==> src/design/gtpag_pkg.sv <==
// ----------------------------------------------------------------------------
// gtpag_pkg
// Shared widths, register codes and the configuration bundle of the tile
// page address generator.
// ----------------------------------------------------------------------------
package gtpag_pkg;

  // Rows of one group and the widths of the walk and page fields.
  localparam int unsigned ROWS       = 32;
  localparam int unsigned ROW_W      = 5;
  localparam int unsigned GRP_W      = 24;
  localparam int unsigned PAGE_W     = 32;
  localparam int unsigned DIVS_W     = 20;
  localparam int unsigned CFG_IDX_W  = 3;
  localparam int unsigned CFG_DATA_W = 16;

  // Configuration register indexes.
  typedef enum logic [CFG_IDX_W-1:0] {
    REG_VALUE_OFFSET     = 3'd0,
    REG_GATE_OFFSET      = 3'd1,
    REG_ROW_TILE_OFFSET  = 3'd2,
    REG_COL_TILES        = 3'd3,
    REG_LOGICAL_ROWS     = 3'd4,
    REG_SLICE_CHAN_TILES = 3'd5,
    REG_WIDE_CHAN_TILES  = 3'd6
  } cfg_reg_e;

  // Current register contents, handed from the register file to the core.
  typedef struct packed {
    logic [9:0]  value_offset;
    logic [9:0]  gate_offset;
    logic [9:0]  row_tile_offset;
    logic [10:0] col_tiles;
    logic [15:0] logical_rows;
    logic [8:0]  slice_chan_tiles;
    logic [10:0] wide_chan_tiles;
  } cfg_t;

  // Register values after reset.
  localparam logic [10:0] COL_TILES_RST        = 11'd1;
  localparam logic [15:0] LOGICAL_ROWS_RST     = 16'd32;
  localparam logic [8:0]  SLICE_CHAN_TILES_RST = 9'd1;
  localparam logic [10:0] WIDE_CHAN_TILES_RST  = 11'd4;

endpackage

==> src/design/gtpag_in_if.sv <==
// ----------------------------------------------------------------------------
// gtpag_in_if
// Work group request channel: start flag and the walk settings.
// ----------------------------------------------------------------------------
interface gtpag_in_if;
  import gtpag_pkg::*;

  logic             valid;
  logic             ready;
  logic             start_req;
  logic [GRP_W-1:0] first_group_index;
  logic [GRP_W-1:0] walk_stride;
  logic [GRP_W-1:0] wrap_high;
  logic [GRP_W-1:0] wrap_low;

  modport source (
    output valid, start_req, first_group_index, walk_stride, wrap_high, wrap_low,
    input  ready
  );
  modport sink (
    input  valid, start_req, first_group_index, walk_stride, wrap_high, wrap_low,
    output ready
  );
endinterface

==> src/design/gtpag_out_if.sv <==
// ----------------------------------------------------------------------------
// gtpag_out_if
// Page pair result channel: one transfer per row of the group.
// ----------------------------------------------------------------------------
interface gtpag_out_if;
  import gtpag_pkg::*;

  logic              valid;
  logic              ready;
  logic [PAGE_W-1:0] value_page;
  logic [PAGE_W-1:0] gate_page;
  logic [ROW_W-1:0]  row_in_tile;
  logic              is_padding;
  logic              last;

  modport source (
    output valid, value_page, gate_page, row_in_tile, is_padding, last,
    input  ready
  );
  modport sink (
    input  valid, value_page, gate_page, row_in_tile, is_padding, last,
    output ready
  );
endinterface

==> src/design/gtpag_cfg_if.sv <==
// ----------------------------------------------------------------------------
// gtpag_cfg_if
// Configuration write channel: register index and write data.
// ----------------------------------------------------------------------------
interface gtpag_cfg_if;
  import gtpag_pkg::*;

  logic                  valid;
  logic                  ready;
  logic [CFG_IDX_W-1:0]  index;
  logic [CFG_DATA_W-1:0] data;

  modport source (output valid, index, data, input ready);
  modport sink   (input valid, index, data, output ready);
endinterface

==> src/design/gtpag_cfg_regs.sv <==
// ----------------------------------------------------------------------------
// gtpag_cfg_regs
// Configuration register file. Every write transfer is taken at once; a write
// to an index past the register list is dropped.
// ----------------------------------------------------------------------------
module gtpag_cfg_regs (
  input  logic              clk_i,
  input  logic              rst_ni,
  gtpag_cfg_if.sink         cfg_i,
  output gtpag_pkg::cfg_t   cfg_o
);
  import gtpag_pkg::*;

  cfg_t cfg_q;
  cfg_t cfg_d;

  assign cfg_i.ready = 1'b1;
  assign cfg_o       = cfg_q;

  // Each register keeps the low bits of the written data.
  always_comb begin
    cfg_d = cfg_q;
    if (cfg_i.valid) begin
      case (cfg_reg_e'(cfg_i.index))
        REG_VALUE_OFFSET:     cfg_d.value_offset     = cfg_i.data[9:0];
        REG_GATE_OFFSET:      cfg_d.gate_offset      = cfg_i.data[9:0];
        REG_ROW_TILE_OFFSET:  cfg_d.row_tile_offset  = cfg_i.data[9:0];
        REG_COL_TILES:        cfg_d.col_tiles        = cfg_i.data[10:0];
        REG_LOGICAL_ROWS:     cfg_d.logical_rows     = cfg_i.data[15:0];
        REG_SLICE_CHAN_TILES: cfg_d.slice_chan_tiles = cfg_i.data[8:0];
        REG_WIDE_CHAN_TILES:  cfg_d.wide_chan_tiles  = cfg_i.data[10:0];
        default: ;
      endcase
    end
  end

  always_ff @(posedge clk_i or negedge rst_ni) begin
    if (!rst_ni) begin
      cfg_q.value_offset     <= '0;
      cfg_q.gate_offset      <= '0;
      cfg_q.row_tile_offset  <= '0;
      cfg_q.col_tiles        <= COL_TILES_RST;
      cfg_q.logical_rows     <= LOGICAL_ROWS_RST;
      cfg_q.slice_chan_tiles <= SLICE_CHAN_TILES_RST;
      cfg_q.wide_chan_tiles  <= WIDE_CHAN_TILES_RST;
    end else begin
      cfg_q <= cfg_d;
    end
  end

endmodule

==> src/design/gtpag_div.sv <==
// ----------------------------------------------------------------------------
// gtpag_div
// Restoring radix-2 divider, one quotient bit per cycle. A start pulse loads
// the operands; done pulses once the quotient and remainder are valid. The
// divisor must be nonzero.
// ----------------------------------------------------------------------------
module gtpag_div (
  input  logic                         clk_i,
  input  logic                         rst_ni,
  input  logic                         start_i,
  input  logic [gtpag_pkg::GRP_W-1:0]  dividend_i,
  input  logic [gtpag_pkg::DIVS_W-1:0] divisor_i,
  output logic                         done_o,
  output logic [gtpag_pkg::GRP_W-1:0]  quotient_o,
  output logic [gtpag_pkg::DIVS_W-1:0] remainder_o
);
  import gtpag_pkg::*;

  localparam int unsigned CNT_W = $clog2(GRP_W);

  logic              busy_q;
  logic              done_q;
  logic [CNT_W-1:0]  cnt_q;
  logic [GRP_W-1:0]  quo_q;
  logic [DIVS_W-1:0] rem_q;
  logic [DIVS_W-1:0] div_q;
  logic [DIVS_W:0]   trial;
  logic              take;
  logic [DIVS_W-1:0] rem_d;

  // One shift-and-subtract step.
  always_comb begin
    trial = {rem_q, quo_q[GRP_W-1]};
    take  = trial >= {1'b0, div_q};
    rem_d = take ? DIVS_W'(trial - {1'b0, div_q}) : trial[DIVS_W-1:0];
  end

  // Sequencing of the steps.
  always_ff @(posedge clk_i or negedge rst_ni) begin
    if (!rst_ni) begin
      busy_q <= 1'b0;
      done_q <= 1'b0;
      cnt_q  <= '0;
    end else begin
      done_q <= 1'b0;
      if (start_i) begin
        busy_q <= 1'b1;
        cnt_q  <= CNT_W'(GRP_W - 1);
      end else if (busy_q) begin
        cnt_q <= cnt_q - 1'b1;
        if (cnt_q == '0) begin
          busy_q <= 1'b0;
          done_q <= 1'b1;
        end
      end
    end
  end

  // Operand and result registers.
  always_ff @(posedge clk_i) begin
    if (start_i) begin
      quo_q <= dividend_i;
      rem_q <= '0;
      div_q <= divisor_i;
    end else if (busy_q) begin
      quo_q <= {quo_q[GRP_W-2:0], take};
      rem_q <= rem_d;
    end
  end

  assign done_o      = done_q;
  assign quotient_o  = quo_q;
  assign remainder_o = rem_q;

  // The remainder is reduced below the divisor when done.
  a_rem_below_div: assert property (@(posedge clk_i) disable iff (!rst_ni)
    done_q |-> rem_q < div_q)
    else $error("divider remainder not below divisor");

  // A start always begins a run, with the divider busy and not yet done.
  a_start_busy: assert property (@(posedge clk_i) disable iff (!rst_ni)
    start_i |=> busy_q && !done_q)
    else $error("divider did not start");

  // Done is only reported once the steps have stopped.
  a_done_idle: assert property (@(posedge clk_i) disable iff (!rst_ni)
    done_q |-> !busy_q)
    else $error("divider reported done while still busy");

endmodule

==> src/design/gated_tile_page_address_generator_core.sv <==
// ----------------------------------------------------------------------------
// gated_tile_page_address_generator_core
// Tile page index generator for a gated permute read.
// ----------------------------------------------------------------------------
// Usage: each transfer on in_i processes one work group. With start_req set
// it first loads the group index, stride and wrap bounds; otherwise it goes
// on from the stored walk. The group is split by two divisions on a shared
// radix-2 divider into row tile, column tile and channel block, then a shared
// multiplier forms the first page, the padding page and the row stride.
// out_o then carries 32 page pairs, one per row, with last on row 31. Rows
// past the logical length carry the row-0 pages of the tile column and are
// flagged as padding. Configuration writes on cfg_i are taken every cycle
// and belong between groups.
// Timing: in_i is ready only while idle. A group runs the setup states PERIT,
// DIV1, DIV2, MROW, MFIRST, MPAD and MSTRIDE (the two 24-step divisions
// dominate), then emits its 32 results in EMIT. A stall on out_o
// holds the output register and pauses the row walk. The last result may
// still wait in the output register while the next group is accepted.
// Reset clears the walk to zero and the registers to their reset values.
// ----------------------------------------------------------------------------
module gated_tile_page_address_generator_core #(
  parameter int unsigned CHAN_BLOCK = 1
) (
  input  logic       clk_i,
  input  logic       rst_ni,
  gtpag_in_if.sink   in_i,
  gtpag_out_if.source out_o,
  gtpag_cfg_if.sink  cfg_i
);
  import gtpag_pkg::*;

  // Width of the channel tile offset of the block inside the slice.
  localparam int unsigned CT_W = 9 + $clog2(CHAN_BLOCK);

  typedef enum logic [8:0] {
    S_IDLE    = 9'b000000001,
    S_PERIT   = 9'b000000010,
    S_DIV1    = 9'b000000100,
    S_DIV2    = 9'b000001000,
    S_MROW    = 9'b000010000,
    S_MFIRST  = 9'b000100000,
    S_MPAD    = 9'b001000000,
    S_MSTRIDE = 9'b010000000,
    S_EMIT    = 9'b100000000
  } state_e;

  cfg_t   cfg;
  state_e state_q, state_d;

  // Walk state.
  logic [GRP_W-1:0] cur_group_q, stride_q, wrap_high_q, wrap_low_q;
  logic [GRP_W-1:0] group_adv;

  // Split of the group and derived page values.
  logic [GRP_W-1:0]  it_q;
  logic [DIVS_W-1:0] jt_q;
  logic [8:0]        rem2_q;
  logic [5:0]        live_rows_q;
  logic [PAGE_W-1:0] prod_q, acc_q, row0_page_q, row_step_q;
  logic [ROW_W-1:0]  row_q;

  // Output register.
  logic              out_valid_q;
  logic [PAGE_W-1:0] value_page_q, gate_page_q;
  logic [ROW_W-1:0]  row_out_q;
  logic              pad_out_q, last_out_q;

  // Divider hookup.
  logic              div_start, div_done;
  logic [GRP_W-1:0]  div_dividend, div_quo;
  logic [DIVS_W-1:0] div_divisor, div_rem;

  // Shared multiplier.
  logic [PAGE_W-1:0]        mul_a;
  logic [10:0]              mul_b;
  logic [PAGE_W+10:0]       mul_full;

  logic [8:0]        blocks_raw, blocks;
  logic [DIVS_W-1:0] per_it;
  logic [CT_W-1:0]   ct0;
  logic [29:0]       row_abs;
  logic [30:0]       row_end;
  logic [30:0]       lrows_ext;
  logic [5:0]        live_rows_d;
  logic              in_xfer, load, pad_row;
  logic [PAGE_W-1:0] base;

  gtpag_cfg_regs u_cfg (
    .clk_i  (clk_i),
    .rst_ni (rst_ni),
    .cfg_i  (cfg_i),
    .cfg_o  (cfg)
  );

  gtpag_div u_div (
    .clk_i       (clk_i),
    .rst_ni      (rst_ni),
    .start_i     (div_start),
    .dividend_i  (div_dividend),
    .divisor_i   (div_divisor),
    .done_o      (div_done),
    .quotient_o  (div_quo),
    .remainder_o (div_rem)
  );

  assign in_i.ready = (state_q == S_IDLE);
  assign in_xfer    = in_i.valid && in_i.ready;

  // Block count per column tile, with a zero count taken as one.
  assign blocks_raw = 9'(cfg.slice_chan_tiles / CHAN_BLOCK);
  assign blocks     = (blocks_raw == '0) ? 9'd1 : blocks_raw;

  // Operand selection for the shared multiplier.
  always_comb begin
    mul_a = '0;
    mul_b = '0;
    case (state_q)
      S_PERIT: begin
        mul_a = PAGE_W'(cfg.col_tiles);
        mul_b = {2'b00, blocks};
      end
      S_MROW: begin
        mul_a = PAGE_W'({it_q, 5'b00000});
        mul_b = cfg.col_tiles;
      end
      S_MFIRST: begin
        mul_a = prod_q + PAGE_W'(jt_q);
        mul_b = cfg.wide_chan_tiles;
      end
      S_MPAD: begin
        mul_a = PAGE_W'(jt_q);
        mul_b = cfg.wide_chan_tiles;
      end
      S_MSTRIDE: begin
        mul_a = PAGE_W'(cfg.col_tiles);
        mul_b = cfg.wide_chan_tiles;
      end
      default: ;
    endcase
  end

  assign mul_full = {11'b0, mul_a} * {{PAGE_W{1'b0}}, mul_b};

  // Tiles per row tile, with a zero product taken as one.
  assign per_it = (mul_full[DIVS_W-1:0] == '0) ? DIVS_W'(1) : mul_full[DIVS_W-1:0];

  // The first division splits off the row tile, the second the column tile.
  always_comb begin
    div_start    = 1'b0;
    div_dividend = cur_group_q;
    div_divisor  = per_it;
    if (state_q == S_PERIT) begin
      div_start = 1'b1;
    end else if (state_q == S_DIV1 && div_done) begin
      div_start    = 1'b1;
      div_dividend = GRP_W'(div_rem);
      div_divisor  = DIVS_W'(blocks);
    end
  end

  // Next group index of the walk.
  always_comb begin
    group_adv = cur_group_q + stride_q;
    if (group_adv == wrap_high_q) begin
      group_adv = wrap_low_q;
    end
  end

  // Valid row count of the row tile, capped at 32 and floored at zero.
  always_comb begin
    row_abs   = {GRP_W'(it_q) + GRP_W'(cfg.row_tile_offset) + 25'd0, 5'b00000};
    row_end   = {1'b0, row_abs} + 31'(ROWS);
    lrows_ext = 31'(cfg.logical_rows);
    if (row_end <= lrows_ext) begin
      live_rows_d = 6'(ROWS);
    end else if (lrows_ext > {1'b0, row_abs}) begin
      live_rows_d = 6'(lrows_ext - {1'b0, row_abs});
    end else begin
      live_rows_d = '0;
    end
  end

  // Page of the current row.
  assign ct0     = CT_W'(rem2_q * CHAN_BLOCK);
  assign pad_row = {1'b0, row_q} >= live_rows_q;
  assign base    = pad_row ? row0_page_q : acc_q;
  assign load    = (state_q == S_EMIT) && (!out_valid_q || out_o.ready);

  // Sequencer.
  always_comb begin
    state_d = state_q;
    case (state_q)
      S_IDLE:    if (in_xfer) state_d = S_PERIT;
      S_PERIT:   state_d = S_DIV1;
      S_DIV1:    if (div_done) state_d = S_DIV2;
      S_DIV2:    if (div_done) state_d = S_MROW;
      S_MROW:    state_d = S_MFIRST;
      S_MFIRST:  state_d = S_MPAD;
      S_MPAD:    state_d = S_MSTRIDE;
      S_MSTRIDE: state_d = S_EMIT;
      S_EMIT:    if (load && row_q == ROW_W'(ROWS - 1)) state_d = S_IDLE;
      default:   state_d = S_IDLE;
    endcase
  end

  // Control state and walk registers.
  always_ff @(posedge clk_i or negedge rst_ni) begin
    if (!rst_ni) begin
      state_q     <= S_IDLE;
      cur_group_q <= '0;
      stride_q    <= '0;
      wrap_high_q <= '0;
      wrap_low_q  <= '0;
      out_valid_q <= 1'b0;
    end else begin
      state_q <= state_d;
      if (in_xfer && in_i.start_req) begin
        cur_group_q <= in_i.first_group_index;
        stride_q    <= in_i.walk_stride;
        wrap_high_q <= in_i.wrap_high;
        wrap_low_q  <= in_i.wrap_low;
      end else if (state_q == S_PERIT) begin
        cur_group_q <= group_adv;
      end
      if (load) begin
        out_valid_q <= 1'b1;
      end else if (out_o.ready) begin
        out_valid_q <= 1'b0;
      end
    end
  end

  // Datapath registers.
  always_ff @(posedge clk_i) begin
    if (state_q == S_DIV1 && div_done) begin
      it_q <= div_quo;
    end
    if (state_q == S_DIV2 && div_done) begin
      jt_q   <= div_quo[DIVS_W-1:0];
      rem2_q <= div_rem[8:0];
    end
    case (state_q)
      S_MROW: begin
        prod_q      <= mul_full[PAGE_W-1:0];
        live_rows_q <= live_rows_d;
      end
      S_MFIRST:  acc_q       <= mul_full[PAGE_W-1:0];
      S_MPAD:    row0_page_q <= mul_full[PAGE_W-1:0];
      S_MSTRIDE: begin
        row_step_q <= mul_full[PAGE_W-1:0];
        row_q      <= '0;
      end
      S_EMIT: begin
        if (load) begin
          acc_q <= acc_q + row_step_q;
          row_q <= row_q + 1'b1;
        end
      end
      default: ;
    endcase
    if (load) begin
      value_page_q <= base + PAGE_W'(cfg.value_offset) + PAGE_W'(ct0);
      gate_page_q  <= base + PAGE_W'(cfg.gate_offset) + PAGE_W'(ct0);
      row_out_q    <= row_q;
      pad_out_q    <= pad_row;
      last_out_q   <= (row_q == ROW_W'(ROWS - 1));
    end
  end

  assign out_o.valid       = out_valid_q;
  assign out_o.value_page  = value_page_q;
  assign out_o.gate_page   = gate_page_q;
  assign out_o.row_in_tile = row_out_q;
  assign out_o.is_padding  = pad_out_q;
  assign out_o.last        = last_out_q;

  // The divider reports only while the sequencer waits for it.
  a_div_done_state: assert property (@(posedge clk_i) disable iff (!rst_ni)
    div_done |-> (state_q == S_DIV1 || state_q == S_DIV2))
    else $error("divider finished outside a division state");

  // Loading row 31 ends the group and presents a result marked last.
  a_last_row_ends: assert property (@(posedge clk_i) disable iff (!rst_ni)
    (load && row_q == ROW_W'(ROWS - 1)) |=>
      (state_q == S_IDLE && out_valid_q && last_out_q))
    else $error("group did not end on its last row");

  // An accepted group blocks further requests until it is done.
  a_busy_after_accept: assert property (@(posedge clk_i) disable iff (!rst_ni)
    in_xfer |=> (state_q == S_PERIT && !in_i.ready))
    else $error("request accepted while busy");

endmodule

==> src/flat_wrapper.sv <==
// flat-port wrapper written by rule: the top's interface ports become plain ports
module gated_tile_page_address_generator_core_flat import gtpag_pkg::*;
#(
  parameter int unsigned CHAN_BLOCK = 1
)
  (clk_i, rst_ni, in_i_valid, in_i_start_req, in_i_first_group_index, in_i_walk_stride, in_i_wrap_high, in_i_wrap_low, in_i_ready, out_o_valid, out_o_value_page, out_o_gate_page, out_o_row_in_tile, out_o_is_padding, out_o_last, out_o_ready, cfg_i_valid, cfg_i_index, cfg_i_data, cfg_i_ready);
  gtpag_in_if in_i_i ();
  gtpag_out_if out_o_i ();
  gtpag_cfg_if cfg_i_i ();
  input  logic clk_i;
  input  logic rst_ni;
  input wire logic [$bits(in_i_i.valid)-1:0] in_i_valid;
  input wire logic [$bits(in_i_i.start_req)-1:0] in_i_start_req;
  input wire logic [$bits(in_i_i.first_group_index)-1:0] in_i_first_group_index;
  input wire logic [$bits(in_i_i.walk_stride)-1:0] in_i_walk_stride;
  input wire logic [$bits(in_i_i.wrap_high)-1:0] in_i_wrap_high;
  input wire logic [$bits(in_i_i.wrap_low)-1:0] in_i_wrap_low;
  output wire logic [$bits(in_i_i.ready)-1:0] in_i_ready;
  output wire logic [$bits(out_o_i.valid)-1:0] out_o_valid;
  output wire logic [$bits(out_o_i.value_page)-1:0] out_o_value_page;
  output wire logic [$bits(out_o_i.gate_page)-1:0] out_o_gate_page;
  output wire logic [$bits(out_o_i.row_in_tile)-1:0] out_o_row_in_tile;
  output wire logic [$bits(out_o_i.is_padding)-1:0] out_o_is_padding;
  output wire logic [$bits(out_o_i.last)-1:0] out_o_last;
  input wire logic [$bits(out_o_i.ready)-1:0] out_o_ready;
  input wire logic [$bits(cfg_i_i.valid)-1:0] cfg_i_valid;
  input wire logic [$bits(cfg_i_i.index)-1:0] cfg_i_index;
  input wire logic [$bits(cfg_i_i.data)-1:0] cfg_i_data;
  output wire logic [$bits(cfg_i_i.ready)-1:0] cfg_i_ready;
  assign in_i_i.valid = in_i_valid;
  assign in_i_i.start_req = in_i_start_req;
  assign in_i_i.first_group_index = in_i_first_group_index;
  assign in_i_i.walk_stride = in_i_walk_stride;
  assign in_i_i.wrap_high = in_i_wrap_high;
  assign in_i_i.wrap_low = in_i_wrap_low;
  assign in_i_ready = in_i_i.ready;
  assign out_o_valid = out_o_i.valid;
  assign out_o_value_page = out_o_i.value_page;
  assign out_o_gate_page = out_o_i.gate_page;
  assign out_o_row_in_tile = out_o_i.row_in_tile;
  assign out_o_is_padding = out_o_i.is_padding;
  assign out_o_last = out_o_i.last;
  assign out_o_i.ready = out_o_ready;
  assign cfg_i_i.valid = cfg_i_valid;
  assign cfg_i_i.index = cfg_i_index;
  assign cfg_i_i.data = cfg_i_data;
  assign cfg_i_ready = cfg_i_i.ready;
  gated_tile_page_address_generator_core #(.CHAN_BLOCK(CHAN_BLOCK)) u_core (.clk_i(clk_i), .rst_ni(rst_ni), .in_i(in_i_i), .out_o(out_o_i), .cfg_i(cfg_i_i));
endmodule
==> config.mk <==
export PLATFORM = sky130hd
export DESIGN_NAME = gated_tile_page_address_generator_core_flat
export DESIGN_NICKNAME = d
export VERILOG_FILES = /design/src/design/gtpag_pkg.sv /design/src/design/gtpag_in_if.sv /design/src/design/gtpag_out_if.sv /design/src/design/gtpag_cfg_if.sv /design/src/design/gtpag_cfg_regs.sv /design/src/design/gtpag_div.sv /design/src/design/gated_tile_page_address_generator_core.sv /design/src/flat_wrapper.sv
export SDC_FILE = /design/constraint.sdc
export NUM_CORES = 2
export LEC_CHECK = 0
export BUFFER_PORTS_ARGS = -buffer_cell sky130_fd_sc_hd__buf_4
export CORE_MARGIN = 1.5
export CORE_UTILIZATION = 50
export CTS_CLUSTER_DIAMETER = 60
export DETAILED_ROUTE_END_ITERATION = 6
export PLACE_DENSITY = 0.7
export RECOVER_POWER = 50
export SYNTH_ARGS = -nofsm -noshare
export SYNTH_HDL_FRONTEND = slang
export SYNTH_HIERARCHICAL = 1
export SYNTH_SLANG_ARGS = --single-unit
==> constraint.sdc <==
create_clock -name clk_i -period 9.51 [get_ports clk_i]
set_clock_uncertainty 0.05 [all_clocks]
set_input_delay 0.4755 -clock clk_i [delete_from_list [all_inputs] [get_ports clk_i]]
set_output_delay 0.4755 -clock clk_i [all_outputs]
set_load 0.02 [all_outputs]
==> results.ini <==
[critical_path]
worstSetupPathType = register to register
setup.worst_path.start_class = register
crit_path_start = u_core/state_q[2]
crit_top_cell = fa_1
crit_arrival_ps = 9200
cp_slowest_cell = fa_1
crit_path_end_kind = register
required_ps = 9810
path_max_fanout = 33
r2r_start = u_core/state_q[2]
critical_path.max_stage_delay_ps = 550

[timing]
tns_ps = 0
setup_viol = 0
slew_headroom = -1.705
tightest_slew_ps = 4058
rsz0062_at_grt = false
finalWorstSetupSlack_ps = 609.7
period_share = 0.9359
fin_crit_ps = 8900
hold_violations = 0
drv_slew = 415
fmax_mhz = 112.4

[synth]
yosysTopAreaCell = edfxtp_1
syn_avg_cell_area_um2 = 10.11
synth_ff_type = edfxtp_1
ys_seq_area_frac = 0.3768
async_flop_share = 0.3675
netlist.area_leader.share = 0.2415
synthDistinctLibCells = 112
synth_edf_count = 307
ys_ff_latch = 517
yosysWarnings = 6
synth_area_um2 = 38170
syn_inst = 3775
syn_nets = 4347
yosys-top-cells-area = edfxtp_1, fa_1, dfrtp_1

[drt]
avgRoutedWirePerCell_um = 20.69
drtIter0Drc = 2220
vias_per_cell = 5.730
antenna_left = 0
drc = 0
first_pass_iters = 6
via_count = 28870
drt-total-wl_um = 104300

[clock_tree]
cts-buffers-inserted = 57
clkSinkCount = 517
clk_pin_slew_ps = 60
cts_tree = built
cts_resized = 0
clock_latency_ps = 630
cts_max_path_buffers = 3
cts_htree_levels = 2
clk_root_buffer_cell = clkbuf_16

[power]
clkPwrFrac = 0.258
seq_power_share = 0.360
p_leak_uw = 0.01805
peakVddDrop_v = 0.0002087
switching_share = 0.3656
p_per_area_nw_per_um2 = 212.2
net-switching-power_uw = 3339
internal_power_uw = 5794
pwr-share-comb = 0.383

[placed_design]
numPortBuffers = 193
finalWeightedCongestion = 0.9559
place_ws_ps = 781.4
dpl.hpwl_um = 79610

[floorplan]
initial_utilization = 0.5042
die_y_um = 279.3
die-area_um2 = 78000
io_pins = 195
core_um2 = 75700
rows = 101
die_x_um = 279.3

[final_layout]
final_layout_size_suffix_gt1_frac = 0.1103
antenna_cells = 0
layout_commonest_cell = nand2_1
final_net_count = 4585
layout_common_cells = nand2_1, inv_1, edfxtp_1
syn2layout_area_growth_pct = 12.78

[grt]
grt_pass1_vias = 29160
antenna_found_initial = 1
grt_max_degree = 101
gr-total-overflow = 0
grt_pass1_wl_um = 163300
grt.total_usage = 0.2689

[hold_path]
min_path_type = primary input to register
hold_path.startpoint = cfg_i_data[12]

[run]
max-cap-violations = 9

[status]
violations = max-capacitance violations, max-slew violations
outcome = finished, violations left

-- flip-flops by register name (all words and copies together), names as in the netlist, 24 cells and up --
name	flops
u_core/acc_q	32
u_core/cur_group_q	24
u_core/it_q	24
u_core/out_o.gate_page	32
u_core/out_o.value_page	32
u_core/prod_q	32
u_core/row0_page_q	32
u_core/row_step_q	32
u_core/stride_q	24
u_core/u_cfg/cfg_o	77
u_core/u_div/quotient_o	24
u_core/wrap_high_q	24
u_core/wrap_low_q	24
-- critical path, delay by kind of cell (launching register included) --
kind                       cells  cell delay, ps
buffers and inverters          4             890
and+or+nand+nor                6            1400
muxes                          1             290
DFF                            1             470
AOI/OAI and AO/OA              8            1960
adders and majority gates      6            2960
xor gates and xnor gates       2             590
-- power groups by stage --
stage	combinational (uW)	sequential, uW	clock, uW
final	3490	3290	2350
after global routing	3860	3330	2480
after CTS	3470	3280	2390
after detailed placement	3410	3320	0
after global placement	3380	3310	0
after floorplan	2650	3120	0
-- repair_timing --
item | CTS | global route
buffers inserted | 0 | 0
hold buffers | 69 | 0
endpoints found under the hold margin | 143 | 0
-- Yosys cell counts (all sizes together) (27+ instances only) --
cell type,instances
fa,244
nand2,531
nor2,264
and2,39
xnor2,161
dfrtp,185
a211oi,27
nor2b,45
and3,42
mux2i,61
o21a,37
a21o,53
ha,207
inv,361
a21oi,169
clkbuf,102
nand3,56
o21ai,166
edfxtp,307
nor4,28
xor2,80
nand2b,39
nor3,40
nand4,30
mux2,144
buf,36
-- metrics by stage --
stage          instance area (um^2)    util  power (uW)  cells  hold WS, ps
3_5_place_dp                  40710  0.5378        6736   4863        382.9
2_1_floorplan                 38170       -        5767   3775        129.9
6_report                      43050  0.5687        9133   5039        18.45
5_1_grt                       43050  0.5687        9669   5039        3.556
3_3_place_gp                  40710  0.5378        6695   4863        384.8
4_1_cts                       43420  0.5737        9140   5039       0.7598
-- final timing paths --
path,end,slack [ps],cells after the start
worst max-delay path,u_core/acc_q[31],610,27
worst min-delay path,u_core/u_cfg/cfg_o[32],20,2
worst max register to register,u_core/acc_q[31],610,27
worst min register to register,u_core/it_q[21],390,0
max in group asynchronous,u_core/out_o.valid,2060,4
min in group asynchronous,u_core/wrap_high_q[0],1780,2
-- per-layer routing --
layer,global-route usage,vias up,wire (um)
met5,0,-,0
met4,0.08027,0,3124
met3,0.04579,169,7444
met2,0.4554,1049,49620
met1,0.3535,14170,44070
li1,-,13490,-
-- cells by family (layout without fill, tap and decap cells) --
family / count (synthesis) / in the layout / synth area share
compound gates: 654 / 654 / 0.1114
xor+xnor: 244 / 244 / 0.05711
fa+ha+maj: 451 / 451 / 0.1958
buf+inv: 500 / 786 / 0.05189
flops: 517 / 517 / 0.3768
mux: 205 / 205 / 0.05947
other cells: 1 / 1 / 0.00009825
simple gates: 1203 / 1203 / 0.1475
-- layout make-up --
class | instances | area (um^2)
timing repair buffer | 317 | 2238
multi-input combinational | 2758 | 21820
clock inverter | 38 | 500.5
sequential | 517 | 14380
inverter | 362 | 1359
fill | 6517 | 32650
clock buffer | 69 | 1523
tap | 978 | 1224
Note: power is estimated with default switching activity, not from simulation.
